`config.mk`:
```
export PLATFORM = sky130hd
export DESIGN_NAME = vntc_hash
export DESIGN_NICKNAME = d
export VERILOG_FILES = /design/src/rtl/vntc_pkg.sv /design/src/rtl/vntc_hash.sv
export SDC_FILE = /design/constraint.sdc
export NUM_CORES = 2
export LEC_CHECK = 0
export BUFFER_PORTS_ARGS = -buffer_cell sky130_fd_sc_hd__buf_2
export CORE_AREA = 2 2 314 316
export CTS_CLUSTER_SIZE = 24
export DETAILED_ROUTE_END_ITERATION = 7
export DIE_AREA = 0 0 316 318
export PLACE_DENSITY_LB_ADDON = 0.25
export SLEW_MARGIN = 30
export SYNTH_ARGS = -nofsm -noshare
export SYNTH_HDL_FRONTEND = slang
export SYNTH_SLANG_ARGS = --single-unit
```
`constraint.sdc`:
```
create_clock -name i_clk -period 15.5 [get_ports i_clk]
set_input_delay 2.325 -clock i_clk [delete_from_list [all_inputs] [get_ports i_clk]]
set_output_delay 2.325 -clock i_clk [all_outputs]
set_load 0.02 [all_outputs]
```
`src/rtl/vntc_pkg.sv`:
```
// Package with types, constants and arithmetic helpers for the terrain classifier.
package vntc_pkg;

    localparam int FRAC_BITS = 16;
    localparam int LERP_W = 31 + FRAC_BITS + 1;

    localparam logic [2:0] REG_SEED  = 3'd0;
    localparam logic [2:0] REG_SCALE = 3'd1;
    localparam logic [2:0] REG_WATER = 3'd2;
    localparam logic [2:0] REG_GRASS = 3'd3;
    localparam logic [2:0] REG_TREE  = 3'd4;

    localparam logic [1:0] CLS_WATER    = 2'd0;
    localparam logic [1:0] CLS_GRASS    = 2'd1;
    localparam logic [1:0] CLS_TREES    = 2'd2;
    localparam logic [1:0] CLS_MOUNTAIN = 2'd3;

    typedef logic [FRAC_BITS-1:0] t_frac;

    typedef struct packed {
        logic [31:0] seed;
        logic [15:0] water;
        logic [15:0] grass;
        logic [15:0] tree;
    } t_cfg;

    function automatic t_frac frac_of(input logic [15:0] f16);
        logic [39:0] w;
        begin
            w = {24'd0, f16};
            if (FRAC_BITS <= 16) begin
                w = w >> (16 - FRAC_BITS);
            end else begin
                w = w << (FRAC_BITS - 16);
            end
            frac_of = w[FRAC_BITS-1:0];
        end
    endfunction

    // Hash input mixing step.
    function automatic logic [31:0] hash_pre(input logic [31:0] x, input logic [31:0] ys);
        logic [31:0] n;
        begin
            n = x + ys;
            hash_pre = (n << 13) ^ n;
        end
    endfunction

endpackage

```
`src/rtl/vntc_hash.sv`:
```
// Pipelined lattice hash of one point: three multiplier stages.
module vntc_hash (
    input  logic        i_clk,
    input  logic        i_en,
    input  logic [31:0] i_n,
    output logic [30:0] o_h
);
    import vntc_pkg::*;

    logic [31:0] r_n1, r_sq, r_n2, r_p, r_h;

    always_ff @(posedge i_clk) begin
        if (i_en) begin
            r_n1 <= i_n;
            r_sq <= i_n * i_n;
            r_n2 <= r_n1;
            r_p  <= r_sq * 32'd15731 + 32'd789221;
            r_h  <= r_n2 * r_p + 32'd1376312589;
        end
    end

    assign o_h = r_h[30:0];
endmodule

```
==> run_results.csv <==
group,metric,value,unit
timing,finalMaxSlewViolations,0,
yosys,ys_seq_area_frac,0.1182,
timing,fmax,109.4,MHz
drt,wire_per_inst,16.66,um
timing,finalCriticalPeriod,9.141,ns
yosys,ys_warn_count,0,
drt,via_count,24210,
timing,setup_viol,0,
drt,drc,0,
timing,finalSetupTns,0,ns
timing,fin_crit_sh,0.5897,
critical_path,reg2reg_slack,7.40,ns
cts,cts_resized,0,
cts,cts.hold.buffers_added,0,
timing,hold_viol,0,
worst_hold_path,hp-class,"reg -> reg",
global_routing,grt_pass1_vias,27570,
global_routing,antenna_found_initial,1,
floorplan,initial_core_util,0.3965,
layout,drive_above_1_share,0.03549,
placed_design,gp_congestion,0.8212,
layout,multi_input_area,0.02981,mm2
cts,clk_pin_slew_worst_paths,0.10,ns
drt,routedLengthMet1,37.91,mm
cts,cts_inserted_buffers,17,
cts,cts_tree,"yes",
yosys,synth_flop_cell,"edfxtp_1",
critical_path,critPathCaptureType,"register",
placed_design,dpl.hpwl,70.58,mm
floorplan,die_x,316,um
worst_hold_path,min-delay-start,"r_n1[13]",
layout,final_nets,5088,
drt,drtAntennaViolNets,0,
drt,dr.pass1.iters,5,
floorplan,core_area,0.09741,mm2
floorplan,die_h,318,um
critical_path,startpoint,"i_n[2]",
layout,num_antenna_cells,0,
critical_path,critPathArrivalTime,9.38,ns
layout,n_fill_cell,9600,
global_routing,grt_usage,0.1824,
placed_design,port_buffers,63,
yosys,synth_edf_count,152,
cts,cts_root_buffer,"clkbuf_16",
global_routing,grt_pass1_wl,144.1,mm
layout,synthToLayoutAreaGrowth,6.028,%
floorplan,rows,115,
timing,rsz0062_at_grt,"false",
global_routing,grt_max_degree,82,
critical_path,cp-start-kind,"primary input",
layout,layout_common_cells,"inv_1 (1029), fa_1 (864), and2_1 (436), ha_1 (399), nand2_1 (278)",
critical_path,crit_type,"in -> reg",
timing,skew,0.02760,ns
yosys,syn-instance-count,3790,
timing,slew_headroom,0.3108,
cts,cts_sinks,152,
yosys,async_flop_share,0,
drt,drt_iter0_markers,989,
critical_path,crit_fanout,34,
drt,wl,84.84,mm
drt,wl_met2,43.12,mm
floorplan,dieArea,0.1005,mm2
critical_path,cp_data_required_time,15.74,ns
drt,topRoutingLayerUsed,"met4",
cts,htree_levels,4,
floorplan,ios,65,
yosys,synth_area,0.03863,mm2
yosys,synth_cell_type_count,63,
cts,clock_path_buffers,2,
cts,insertion_delay,0.51,ns
flow_run,maxCapViolations,0,
yosys,avgSynthCellArea,10.19,um2
timing,worstMarginPinSlew,1.034,ns
global_routing,overflow,0,
layout,layout_commonest_cell,"inv_1",
status,outcome,"finished clean",
drt,met3_wirelength,2.309,mm
drt,drt-vias-per-instance,4.756,
layout,seq_area,0.004564,mm2
critical_path,reg2reg_from,"r_p[8]",
yosys,yosys_register_bits,152,
cts,post_cts_buffers,0,
[metal layers]
metal | up-vias | track usage
met5 | - | 0
met4 | 0 | 0.03633
met3 | 72 | 0.01950
met2 | 321 | 0.3207
met1 | 12600 | 0.2429
li1 | 11220 | -
[flip-flops by register name (all words and copies together) (netlist names)]
register / flops
r_n1: 31
r_p: 30
r_n2: 31
r_h: 31
r_sq: 29
[kinds of logic after synthesis]
group           Yosys count  synth area share
fa+ha+maj              1263            0.5770
buf+inv                1135            0.1103
simple gates            851            0.1167
compound gates          206           0.03654
xor+xnor                179           0.04059
flops                   152            0.1182
other cells               2         0.0001944
mux                       2         0.0005183
[cell usage after synthesis, types with 2 or more instances]
cell | n | area share
nand2_1 | 278 | 0.027
nand2b_1 | 9 | 0.0015
xor2_1 | 38 | 0.0086
a21o_1 | 30 | 0.0058
or2_2 | 2 | 0.00032
clkbuf_1 | 106 | 0.010
ha_1 | 399 | 0.13
conb_1 | 2 | 0.00019
a211o_1 | 6 | 0.0014
inv_1 | 1029 | 0.10
a2111oi_0 | 2 | 0.00045
and2_1 | 436 | 0.071
nand4_1 | 3 | 0.00049
o21a_1 | 14 | 0.0027
edfxtp_1 | 152 | 0.12
a211oi_1 | 13 | 0.0025
o31ai_1 | 4 | 0.00078
and4_1 | 2 | 0.00045
and3_1 | 8 | 0.0013
o21ai_1 | 5 | 0.00065
a2111o_1 | 2 | 0.00058
a21oi_1 | 55 | 0.0071
xnor2_1 | 141 | 0.032
a41o_1 | 2 | 0.00052
o22ai_1 | 2 | 0.00032
or3_1 | 4 | 0.00065
o21bai_1 | 11 | 0.0021
nor2b_1 | 11 | 0.0018
o21ai_0 | 30 | 0.0039
nand3_1 | 17 | 0.0022
a2bb2oi_1 | 2 | 0.00045
nor3_1 | 24 | 0.0031
nor4_1 | 4 | 0.00065
nor2_1 | 43 | 0.0042
o41ai_1 | 3 | 0.00068
a21boi_0 | 2 | 0.00039
a2111oi_2 | 2 | 0.00078
fa_1 | 864 | 0.45
or4_1 | 3 | 0.00058
a31oi_1 | 3 | 0.00049
a31o_2 | 3 | 0.00068
o211ai_1 | 2 | 0.00039
mux2i_1 | 2 | 0.00052
[final timing paths]
path / cells after the start / endpoint
max: 24 / r_sq[30]
min: 0 / r_n2[13]
max reg2reg: 21 / r_h[30]
min reg2reg: 0 / r_n2[13]
[final cells by class]
type / instances / share of cell area
Tap cell: 1287 / 0.03932
Clock buffer: 17 / 0.01039
Inverter: 1029 / 0.09431
Multi-Input combinational cell: 2506 / 0.7280
Timing Repair Buffer: 85 / 0.01198
Sequential cell: 152 / 0.1114
Clock inverter: 15 / 0.004613
[per-stage QoR]
| step | instances | setup slack (ns) | util | hold WS [ns] | area (um2) |
|---|---|---|---|---|---|
| global route | 5091 | 5.995 | 0.4204 | 0.4045 | 40960 |
| global placement | 5058 | 5.861 | 0.4140 | 0.4008 | 40330 |
| finish | 5091 | 6.359 | 0.4204 | 0.3946 | 40960 |
| CTS | 5090 | 6.384 | 0.4203 | 0.3984 | 40940 |
| floorplan | 3793 | 6.627 | - | 0.4003 | 38640 |
| detailed placement | 5058 | 5.828 | 0.4140 | 0.4045 | 40330 |
[worst max-delay path, cell delays in order]
cell     delay, ns
buf_2         0.67
nand2_1       0.22
inv_1         0.12
fa_1          0.44
fa_1          0.49
fa_1          0.51
inv_1         0.05
fa_1          0.53
inv_1         0.06
fa_1          0.45
ha_1          0.30
fa_1          0.49
inv_1         0.05
fa_1          0.47
inv_1         0.05
ha_1          0.36
inv_1         0.05
o21ai_0       0.18
a21oi_1       0.11
o21ai_0       0.45
o22ai_1       0.25
o41ai_2       0.47
or4_1         0.17
nand4_1       0.09
Power is not shown: default switching activity piles up to over one toggle a cycle in this logic, so the estimate is an artifact.
